**src/rtl/core/swm_pkg.sv**
```systemverilog
// Shared types for the sliding-window median filter: cell links, broadcast bundle and states.
package swm_pkg;

   // One slot of the sorted chain: occupancy flag, Q16.16 value and timestamp.
   typedef struct packed {
      logic               occ;
      logic signed [31:0] value;
      logic [31:0]        stamp;
   } entry_type;

   // What a cell hands to the cell above it (higher rank).
   typedef struct packed {
      entry_type entry;
      logic      ltd;    // entry stays in place when the oldest item is removed
      logic      s;      // post-removal entry at this rank is not above the new sample
   } lo_link_type;

   // What a cell hands to the cell below it (lower rank).
   typedef struct packed {
      entry_type   entry;
      logic        le;     // entry is occupied and not above the new sample
      logic [31:0] cand;   // timestamp travelling down towards rank zero
   } hi_link_type;

   // Signals driven to every cell at once.
   typedef struct packed {
      logic               push;
      logic               full;
      entry_type          sample;
      logic signed [31:0] old_value;
      logic signed [31:0] mid_value;
   } bcast_type;

   typedef enum logic [1:0] {
      ST_IDLE,
      ST_SCAN,
      ST_LOAD
   } state_type;

endpackage

```
**src/rtl/core/swm_cell.sv**
```systemverilog
// One rank of the sorted chain: insert/remove update and the timestamp wave towards rank zero.
module swm_cell (
   input  logic                   clock,
   input  logic                   reset,
   input  swm_pkg::bcast_type     bcast_i,
   input  swm_pkg::lo_link_type   lo_i,
   input  swm_pkg::hi_link_type   hi_i,
   output swm_pkg::lo_link_type   lo_o,
   output swm_pkg::hi_link_type   hi_o
);
   import swm_pkg::*;

   entry_type   entry_ff;
   entry_type   entry_in;
   logic [31:0] cand_ff;
   logic [31:0] cand_in;
   logic        ltd;
   logic        le;
   logic        s;
   logic        eq;
   entry_type   shift_self;
   entry_type   shift_below;

   // Before the window is full nothing is removed, so every entry stays put.
   assign ltd = !bcast_i.full || (entry_ff.value < bcast_i.old_value);
   assign le  = entry_ff.occ && (entry_ff.value <= bcast_i.sample.value);
   assign s   = ltd ? le : hi_i.le;

   // Contents of this rank and the rank below once the oldest item has gone.
   assign shift_self  = ltd ? entry_ff : hi_i.entry;
   assign shift_below = lo_i.ltd ? lo_i.entry : entry_ff;

   always_comb begin
      if (s) begin
         entry_in = shift_self;
      end else if (lo_i.s) begin
         entry_in = bcast_i.sample;
      end else begin
         entry_in = shift_below;
      end
   end

   // Equal values form one run in the chain; the lowest rank of the run is the oldest.
   assign eq      = entry_ff.occ && (entry_ff.value == bcast_i.mid_value);
   assign cand_in = eq ? entry_ff.stamp : hi_i.cand;

   // Only the occupancy flag is reset; value and timestamp are ignored while it is low.
   always_ff @(posedge clock) begin
      if (reset) begin
         entry_ff.occ <= 1'b0;
      end else if (bcast_i.push) begin
         entry_ff.occ <= entry_in.occ;
      end
      if (bcast_i.push) begin
         entry_ff.value <= entry_in.value;
         entry_ff.stamp <= entry_in.stamp;
      end
      cand_ff <= cand_in;
   end

   assign lo_o.entry = entry_ff;
   assign lo_o.ltd   = ltd;
   assign lo_o.s     = s;
   assign hi_o.entry = entry_ff;
   assign hi_o.le    = le;
   assign hi_o.cand  = cand_ff;

endmodule

```
**src/rtl/core/sliding_window_median_top.sv**
```systemverilog
// Top level of the sliding-window median filter: sorted cell chain, history line and control.
//
// Usage: samples arrive on the req_ channel (valid/ready); each accepted item carries a
// signed Q16.16 value and a 32-bit timestamp. Every item yields exactly one result item on
// the rsp_ channel. Until WINDOW samples have been taken, the result has median_valid low
// and zero value and time. Once the window is full, the result carries the median value of
// the last WINDOW samples and the timestamp of the oldest sample holding that value.
// The samples are kept in a chain of WINDOW cells sorted by value; an accepted item removes
// the oldest sample and inserts the new one as it is accepted. The timestamp of the oldest
// equal-valued entry then ripples down the chain one cell per cycle, towards rank zero.
// A new item is taken only once the result of the previous one has been loaded into the
// output register; the downward timestamp wave sets the pace.
// The result sits in an output register, so a previous result may wait for rsp_ready
// while the next item is processed; if it is still waiting when the next result is ready,
// the block holds and req_ready stays low until the receiver takes it.
// Reset (synchronous, active high) empties the window and discards any pending result.
module sliding_window_median_top #(
   parameter int WINDOW = 7
) (
   input  logic        clock,
   input  logic        reset,
   input  logic        req_valid,
   output logic        req_ready,
   input  logic [31:0] req_sample_value,
   input  logic [31:0] req_sample_time,
   output logic        rsp_valid,
   input  logic        rsp_ready,
   output logic        rsp_median_valid,
   output logic [31:0] rsp_median_value,
   output logic [31:0] rsp_median_time
);
   import swm_pkg::*;

   localparam int MID    = WINDOW / 2;
   localparam int CNT_W  = (MID + 1 > 1) ? $clog2(MID + 1) : 1;
   localparam int FILL_W = $clog2(WINDOW + 1);

   localparam lo_link_type LO_EDGE = '{entry: '0, ltd: 1'b1, s: 1'b1};
   localparam hi_link_type HI_EDGE = '{entry: '0, le: 1'b0, cand: '0};

   state_type          state_ff;
   state_type          state_in;
   logic [CNT_W-1:0]   cnt_ff;
   logic [CNT_W-1:0]   cnt_in;
   logic [FILL_W-1:0]  fill_ff;
   logic [FILL_W-1:0]  fill_in;
   logic               pend_ff;
   logic               pend_in;
   logic signed [31:0] hist_ff [WINDOW];

   logic               rsp_valid_ff;
   logic               rsp_median_valid_ff;
   logic [31:0]        rsp_median_value_ff;
   logic [31:0]        rsp_median_time_ff;

   logic               push;
   logic               out_free;
   logic               load;
   logic               full;
   bcast_type          bcast;
   lo_link_type        lo_out [WINDOW];
   hi_link_type        hi_out [WINDOW];

   assign push     = req_valid && req_ready;
   assign out_free = !rsp_valid_ff || rsp_ready;
   assign full     = (fill_ff == FILL_W'(WINDOW));

   // The last sample of the history line is the one that leaves the window on this push.
   assign bcast.push         = push;
   assign bcast.full         = full;
   assign bcast.sample.occ   = 1'b1;
   assign bcast.sample.value = req_sample_value;
   assign bcast.sample.stamp = req_sample_time;
   assign bcast.old_value    = hist_ff[WINDOW-1];
   assign bcast.mid_value    = lo_out[MID].entry.value;

   for (genvar k = 0; k < WINDOW; k++) begin : g_cell
      lo_link_type lo_in;
      hi_link_type hi_in;

      if (k == 0) begin : g_lo_edge
         assign lo_in = LO_EDGE;
      end else begin : g_lo_link
         assign lo_in = lo_out[k-1];
      end

      if (k == WINDOW - 1) begin : g_hi_edge
         assign hi_in = HI_EDGE;
      end else begin : g_hi_link
         assign hi_in = hi_out[k+1];
      end

      swm_cell u_cell (
         .clock   (clock),
         .reset   (reset),
         .bcast_i (bcast),
         .lo_i    (lo_in),
         .hi_i    (hi_in),
         .lo_o    (lo_out[k]),
         .hi_o    (hi_out[k])
      );
   end

   // History line of raw values in arrival order.
   always_ff @(posedge clock) begin
      if (push) begin
         hist_ff[0] <= req_sample_value;
         for (int k = 1; k < WINDOW; k++) begin
            hist_ff[k] <= hist_ff[k-1];
         end
      end
   end

   // Next-state logic.
   always_comb begin
      state_in = state_ff;
      cnt_in   = cnt_ff;
      case (state_ff)
         ST_IDLE: begin
            if (push) begin
               state_in = ST_SCAN;
               cnt_in   = CNT_W'(MID);
            end
         end
         ST_SCAN: begin
            if (cnt_ff == '0) begin
               state_in = ST_LOAD;
            end else begin
               cnt_in = cnt_ff - 1'b1;
            end
         end
         ST_LOAD: begin
            if (out_free) begin
               state_in = ST_IDLE;
            end
         end
         default: begin
            state_in = ST_IDLE;
         end
      endcase
   end

   // Output logic of the sequencer.
   always_comb begin
      req_ready = 1'b0;
      load      = 1'b0;
      case (state_ff)
         ST_IDLE: begin
            req_ready = 1'b1;
         end
         ST_LOAD: begin
            load = out_free;
         end
         default: begin
            req_ready = 1'b0;
            load      = 1'b0;
         end
      endcase
   end

   assign fill_in = (push && !full) ? fill_ff + 1'b1 : fill_ff;
   // The result is valid when the window is full after this push.
   assign pend_in = push ? (fill_ff >= FILL_W'(WINDOW - 1)) : pend_ff;

   always_ff @(posedge clock) begin
      if (reset) begin
         state_ff <= ST_IDLE;
         cnt_ff   <= '0;
         fill_ff  <= '0;
         pend_ff  <= 1'b0;
      end else begin
         state_ff <= state_in;
         cnt_ff   <= cnt_in;
         fill_ff  <= fill_in;
         pend_ff  <= pend_in;
      end
   end

   always_ff @(posedge clock) begin
      if (reset) begin
         rsp_valid_ff <= 1'b0;
      end else if (load) begin
         rsp_valid_ff <= 1'b1;
      end else if (rsp_ready) begin
         rsp_valid_ff <= 1'b0;
      end
   end

   // The median sits at the middle rank; its timestamp has arrived at rank zero.
   always_ff @(posedge clock) begin
      if (load) begin
         rsp_median_valid_ff <= pend_ff;
         rsp_median_value_ff <= pend_ff ? lo_out[MID].entry.value : '0;
         rsp_median_time_ff  <= pend_ff ? hi_out[0].cand : '0;
      end
   end

   assign rsp_valid        = rsp_valid_ff;
   assign rsp_median_valid = rsp_median_valid_ff;
   assign rsp_median_value = rsp_median_value_ff;
   assign rsp_median_time  = rsp_median_time_ff;

endmodule

```
**config.mk**
```make
export PLATFORM = sky130hd
export DESIGN_NAME = sliding_window_median_top
export DESIGN_NICKNAME = d
export VERILOG_FILES = /design/src/rtl/core/swm_pkg.sv /design/src/rtl/core/swm_cell.sv /design/src/rtl/core/sliding_window_median_top.sv
export SDC_FILE = /design/constraint.sdc
export NUM_CORES = 2
export LEC_CHECK = 0
export BUFFER_PORTS_ARGS = -buffer_cell sky130_fd_sc_hd__buf_2
export CAP_MARGIN = 40
export CORE_MARGIN = 3
export CORE_UTILIZATION = 35
export DETAILED_ROUTE_END_ITERATION = 8
export REMOVE_ABC_BUFFERS = 1
export SLEW_MARGIN = 20
export SYNTH_ARGS = -nofsm -noshare
export SYNTH_HDL_FRONTEND = slang
export SYNTH_HIERARCHICAL = 1
export SYNTH_SLANG_ARGS = --single-unit
export TNS_END_PERCENT = 5
```
**constraint.sdc**
```tcl
create_clock -name clock -period 41.3 [get_ports clock]
set_input_delay 2.065 -clock clock [delete_from_list [all_inputs] [get_ports clock]]
set_output_delay 2.065 -clock clock [all_outputs]
set_load 0.005 [all_outputs]
```
Word level (Yosys, flattened, before mapping)
Memories as Yosys holds them, arrays and structs flattened.
Cells that the tools add are included.
Word-level totals
  bits in registers: 753
  RAM bits: 224
  bits of input ports: 68
  word-level logic and storage cells: 146
  memories: 1
Cells by class
  add/subtract/negate cells: 2
  order comparisons: 15
  equal/unequal tests: 14
  mux-type cells: 46
  reductions and logical operators: 32
Memory list
  hist_ff: words 7, bits a word 32, rd ports 7, clocked after Yosys merged registers in 0, wr ports 7, RTL line sliding_window_median_top.sv:49  | logic signed [31:0] hist_ff [WINDOW];
Operators with widths (number)
  65-bit 2-to-1 mux: 20
  32-bit less-or-equal comparator: 7
  32-bit < comparator: 7
  32-bit equality test: 6
  32-bit 2-to-1 mux: 6
  1-bit logical AND: 15
  1-bit 2-to-1 mux: 13
  2-bit 2-to-1 mux: 5
  2-bit != test, second input constant: 5
  1-bit logical OR: 8
  2-bit case mux with 3 select lines: 1
  3-bit AND reduction: 2
  2-bit zero test: 2
  2-bit case mux with 2 select lines: 1
  2-bit nonzero test: 2
  3-bit by 1-bit adder with 3-bit output, second input constant: 1
  3-bit equality test, second input constant: 1
  3-bit >= comparator, second input constant: 1
  2-bit by 1-bit equality test with 1-bit output, second input constant: 1
  2-bit equality test, second input constant: 1
  1-bit zero test: 2
  2-bit AND reduction: 1
  2-bit by 1-bit subtractor with 2-bit output, second input constant: 1

Depth between registers and ports, before layout
  word-level depth: 6
  mapped depth: 20

Hierarchy
Netlist, hierarchy kept.
By module, submodules not included
  swm_cell at g_cell[0].u_cell ...: times used 5, cells each 631, area each 7194.4 µm²
  sliding_window_median_top: times used 1, cells each 405, area each 9554.2 µm²
  swm_cell at g_cell[6].u_cell: times used 1, cells each 633, area each 7304.5 µm²
  swm_cell at g_cell[5].u_cell: times used 1, cells each 704, area each 6949.2 µm²

Least setup slack after synthesis
No wires, ideal clock.
  kind: input -> register
  start: input req_valid
  end: register g_cell[1].u_cell.entry_ff, in the netlist g_cell[1].u_cell/hi_o[33] (enable)
  library setup time: 0.584 ns
  arrival: 24.951 ns
  setup slack: 15.765 ns
  stages on the path: 2
  path buffers: 0
  cell sequence: nor3b_1 > a21boi_0
Between the ends
  word-level cells in the longest chain between the ends: 1
RTL lines
  start: declaration: RTL line sliding_window_median_top.sv:22  | input logic req_valid,
  1-bit logical AND: RTL line sliding_window_median_top.sv:64  | assign push = req_valid && req_ready;
  end: declaration: RTL line swm_cell.sv:13  | entry_type entry_ff;
No other way between the ends.
A chain may end at the register's enable or synchronous reset.

==> impl_metrics.prom <==
# TYPE chip_impl_metric gauge
chip_impl_metric{name="cts-htree-levels",unit=""} 3
chip_impl_metric{name="cap_viol_max_count",unit=""} 0
chip_impl_metric{name="post_route_insts_no_fill",unit=""} 7091
chip_impl_metric{name="first_pass_grt_wire_length",unit="µm"} 257400
chip_impl_metric{name="vdd_drop_max",unit="µV"} 39.64
chip_impl_info{name="timing.critical_path.slowest_stage_cell",value="sky130_fd_sc_hd__o311ai_0"} 1
chip_impl_metric{name="finish.utilization",unit="%"} 38.33
chip_impl_metric{name="final-hold-violation-count",unit=""} 0
chip_impl_info{name="end_kind",value="register"} 1
chip_impl_metric{name="fp-row-count",unit=""} 150
chip_impl_metric{name="syn2layout_area_growth",unit="%"} 8.508
chip_impl_metric{name="synth.avg_cell_area",unit="µm²"} 12.28
chip_impl_info{name="rsz0062_at_grt",value="false"} 1
chip_impl_metric{name="track_usage",unit="%"} 20.01
chip_impl_metric{name="floorplan.die.height",unit="µm"} 417.5
chip_impl_metric{name="cts_hold_buffers",unit=""} 0
chip_impl_metric{name="antenna_found_initial",unit=""} 28
chip_impl_metric{name="netlist_area",unit="µm²"} 59270
chip_impl_metric{name="synthCells",unit=""} 4828
chip_impl_metric{name="cts_inserted_buffers",unit=""} 108
chip_impl_metric{name="fmax",unit="MHz"} 146.9
chip_impl_metric{name="cp.required",unit="ps"} 41670
chip_impl_metric{name="fin_nets",unit=""} 5297
chip_impl_metric{name="worst_setup_hold_path_clk_slew",unit="ps"} 60
chip_impl_metric{name="arrival",unit="ps"} 7170
chip_impl_info{name="cpLargestDelayFamily",value="compound AO/OA/AOI/OAI gates"} 1
chip_impl_info{name="status",value="finished, final reports clean"} 1
chip_impl_metric{name="setup-tns-final",unit="ps"} 0
chip_impl_metric{name="yosysWarningCount",unit=""} 6
chip_impl_metric{name="timing.critical_path.slowest_cell_delay",unit="ps"} 770
chip_impl_metric{name="place.gp.congestion",unit=""} 0.9415
chip_impl_metric{name="detailedRoute.firstPassIterationCount",unit=""} 6
chip_impl_info{name="worst_setup_path_type",value="primary input to register"} 1
chip_impl_metric{name="critical_path_peak_fanout",unit=""} 41
chip_impl_metric{name="wl_per_cell",unit="µm"} 25.17
chip_impl_metric{name="cts_repair_resize_count",unit=""} 0
chip_impl_metric{name="setup_skew_after_layout",unit="ps"} 32.01
chip_impl_metric{name="post_cts_buffers",unit=""} 0
chip_impl_metric{name="number_of_port_buffers",unit=""} 134
chip_impl_metric{name="die-area",unit="µm²"} 174300
chip_impl_metric{name="setup_viol_count_final",unit=""} 0
chip_impl_metric{name="drc",unit=""} 0
chip_impl_info{name="cts_tree",value="built"} 1
chip_impl_metric{name="layout_cell_share_with_drive_strength_beyond_1",unit="%"} 29.69
chip_impl_metric{name="maxSlewHeadroom",unit="%"} 40.87
chip_impl_metric{name="slew_violations",unit=""} 0
chip_impl_metric{name="final_period_minus_worst_setup_slack",unit="ps"} 6805
chip_impl_metric{name="finalCritPeriodShare",unit="%"} 16.48
chip_impl_metric{name="route.detailed.vias_per_inst",unit=""} 5.224
chip_impl_metric{name="io_pins",unit=""} 135
chip_impl_metric{name="num_vias",unit=""} 37040
chip_impl_metric{name="p_per_area",unit="nW/µm²"} 45.75
chip_impl_info{name="min-delay-path-class",value="register to register"} 1
chip_impl_metric{name="dp_cells",unit=""} 6871
chip_impl_metric{name="cellLeakagePower",unit="µW"} 0.02618
chip_impl_metric{name="drtAntennaViolNets",unit=""} 0
chip_impl_metric{name="detail_route.wirelength",unit="µm"} 178500
chip_impl_metric{name="worst_pin_slew",unit="ps"} 887.0
chip_impl_metric{name="remaining_global_route_overflow",unit=""} 0
chip_impl_metric{name="first_global_vias",unit=""} 36980
chip_impl_metric{name="critPathBufInv",unit=""} 4
chip_impl_metric{name="worstSkewPairLatency",unit="ps"} 750
chip_impl_metric{name="place.detailed.hpwl",unit="µm"} 124400
chip_impl_metric{name="max-clock-path-buffers",unit=""} 3
chip_impl_metric{name="floorplan.die.width",unit="µm"} 417.5
chip_impl_info{name="crit_path_cell_trace",value="buf_2 -> inv_1 -> ha_1 -> a21oi_1 -> nand2_1 -> a221o_1 -> o311ai_0 -> o211ai_1 -> a31oi_1 -> mux2i_4 -> inv_4 -> o2bb2ai_1 -> a21boi_4 -> buf_4"} 1
chip_impl_metric{name="maximum_number_of_pins_on_one_net_before_global_route_repair",unit=""} 73
chip_impl_metric{name="cts_sinks",unit=""} 977
chip_impl_metric{name="initial_utilization",unit="%"} 35.32
chip_impl_info{name="critical_path.startpoint_type",value="primary input"} 1
chip_impl_info{name="ctsRootBufferMaster",value="sky130_fd_sc_hd__clkbuf_16"} 1
chip_impl_metric{name="drt_first_iter_violations",unit=""} 3096
chip_impl_metric{name="coreArea",unit="µm²"} 167800
cell type report:
type / count / area, µm²
diodes: 10 / 25.02
clock buffers: 142 / 3024
clock inverters: 60 / 673.1
fillers: 16130 / 103500
inverters: 484 / 1828
multi-input cells: 2986 / 27380
flip-flops and latches: 977 / 26940
well taps: 2204 / 2758
repair buffers: 228 / 1679
power by group:
| group | switching [µW] | internal, µW |
|---|---|---|
| registers | 118 | 1190 |
| clock network | 421 | 581 |
| logic | 330 | 298 |
| total | 868 | 2070 |
layer usage:
layer	share of wire [%]	track usage, %	wire (µm)
met5	0.069	0	123
met3	6.6	3.330	11730
met2	47	33.01	83410
met4	5.0	9.293	8983
met1	42	25.62	74260
final timing paths:
check                                                 end                      start  slack (ps)  cells after the start
worst max-delay path            g_cell[1].u_cell/hi_o[55]       req_sample_value[14]       34490                     14
worst min-delay path                       hist_ff[4][12]             hist_ff[3][12]         410                      0
worst max register to register  g_cell[4].u_cell/hi_o[89]  g_cell[3].u_cell/hi_o[79]       35380                     13
worst min register to register             hist_ff[4][12]             hist_ff[3][12]         410                      0
cells in the final DEF, fill, tap and decap left out, drive strengths merged, types with 135 or more instances in the layout:
master	count
buf	228
conb	176
a21oi	226
dfxtp	240
mux2	992
nor2	135
xnor2	196
edfxtp	737
ha	444
inv	487
clkbuf	142
through the flow:
stage | hold WS (ps) | power, µW | setup slack [ps] | cell area [µm²]
after floorplan | 400.3 | 1740 | 15760 | 55960
after global placement | 400.0 | 1919 | 33480 | 60080
after detailed placement | 404.5 | 1945 | 33820 | 60440
after CTS | 408.0 | 2956 | 34600 | 64140
after global routing | 412.7 | 3064 | 34310 | 64290
final | 409.4 | 2942 | 34490 | 64310
sequential cells by signal (all words and copies together), names as in the netlist:
register	count
rsp_median_time	32
rsp_median_value	32
g_cell.u_cell/cand_ff	224
pend_ff	1
rsp_median_valid	1
rsp_valid	1
hist_ff	224
cnt_ff	2
g_cell.u_cell/hi_o	455
fill_ff	3
state_ff	2
(Power assumes the default switching activity.)
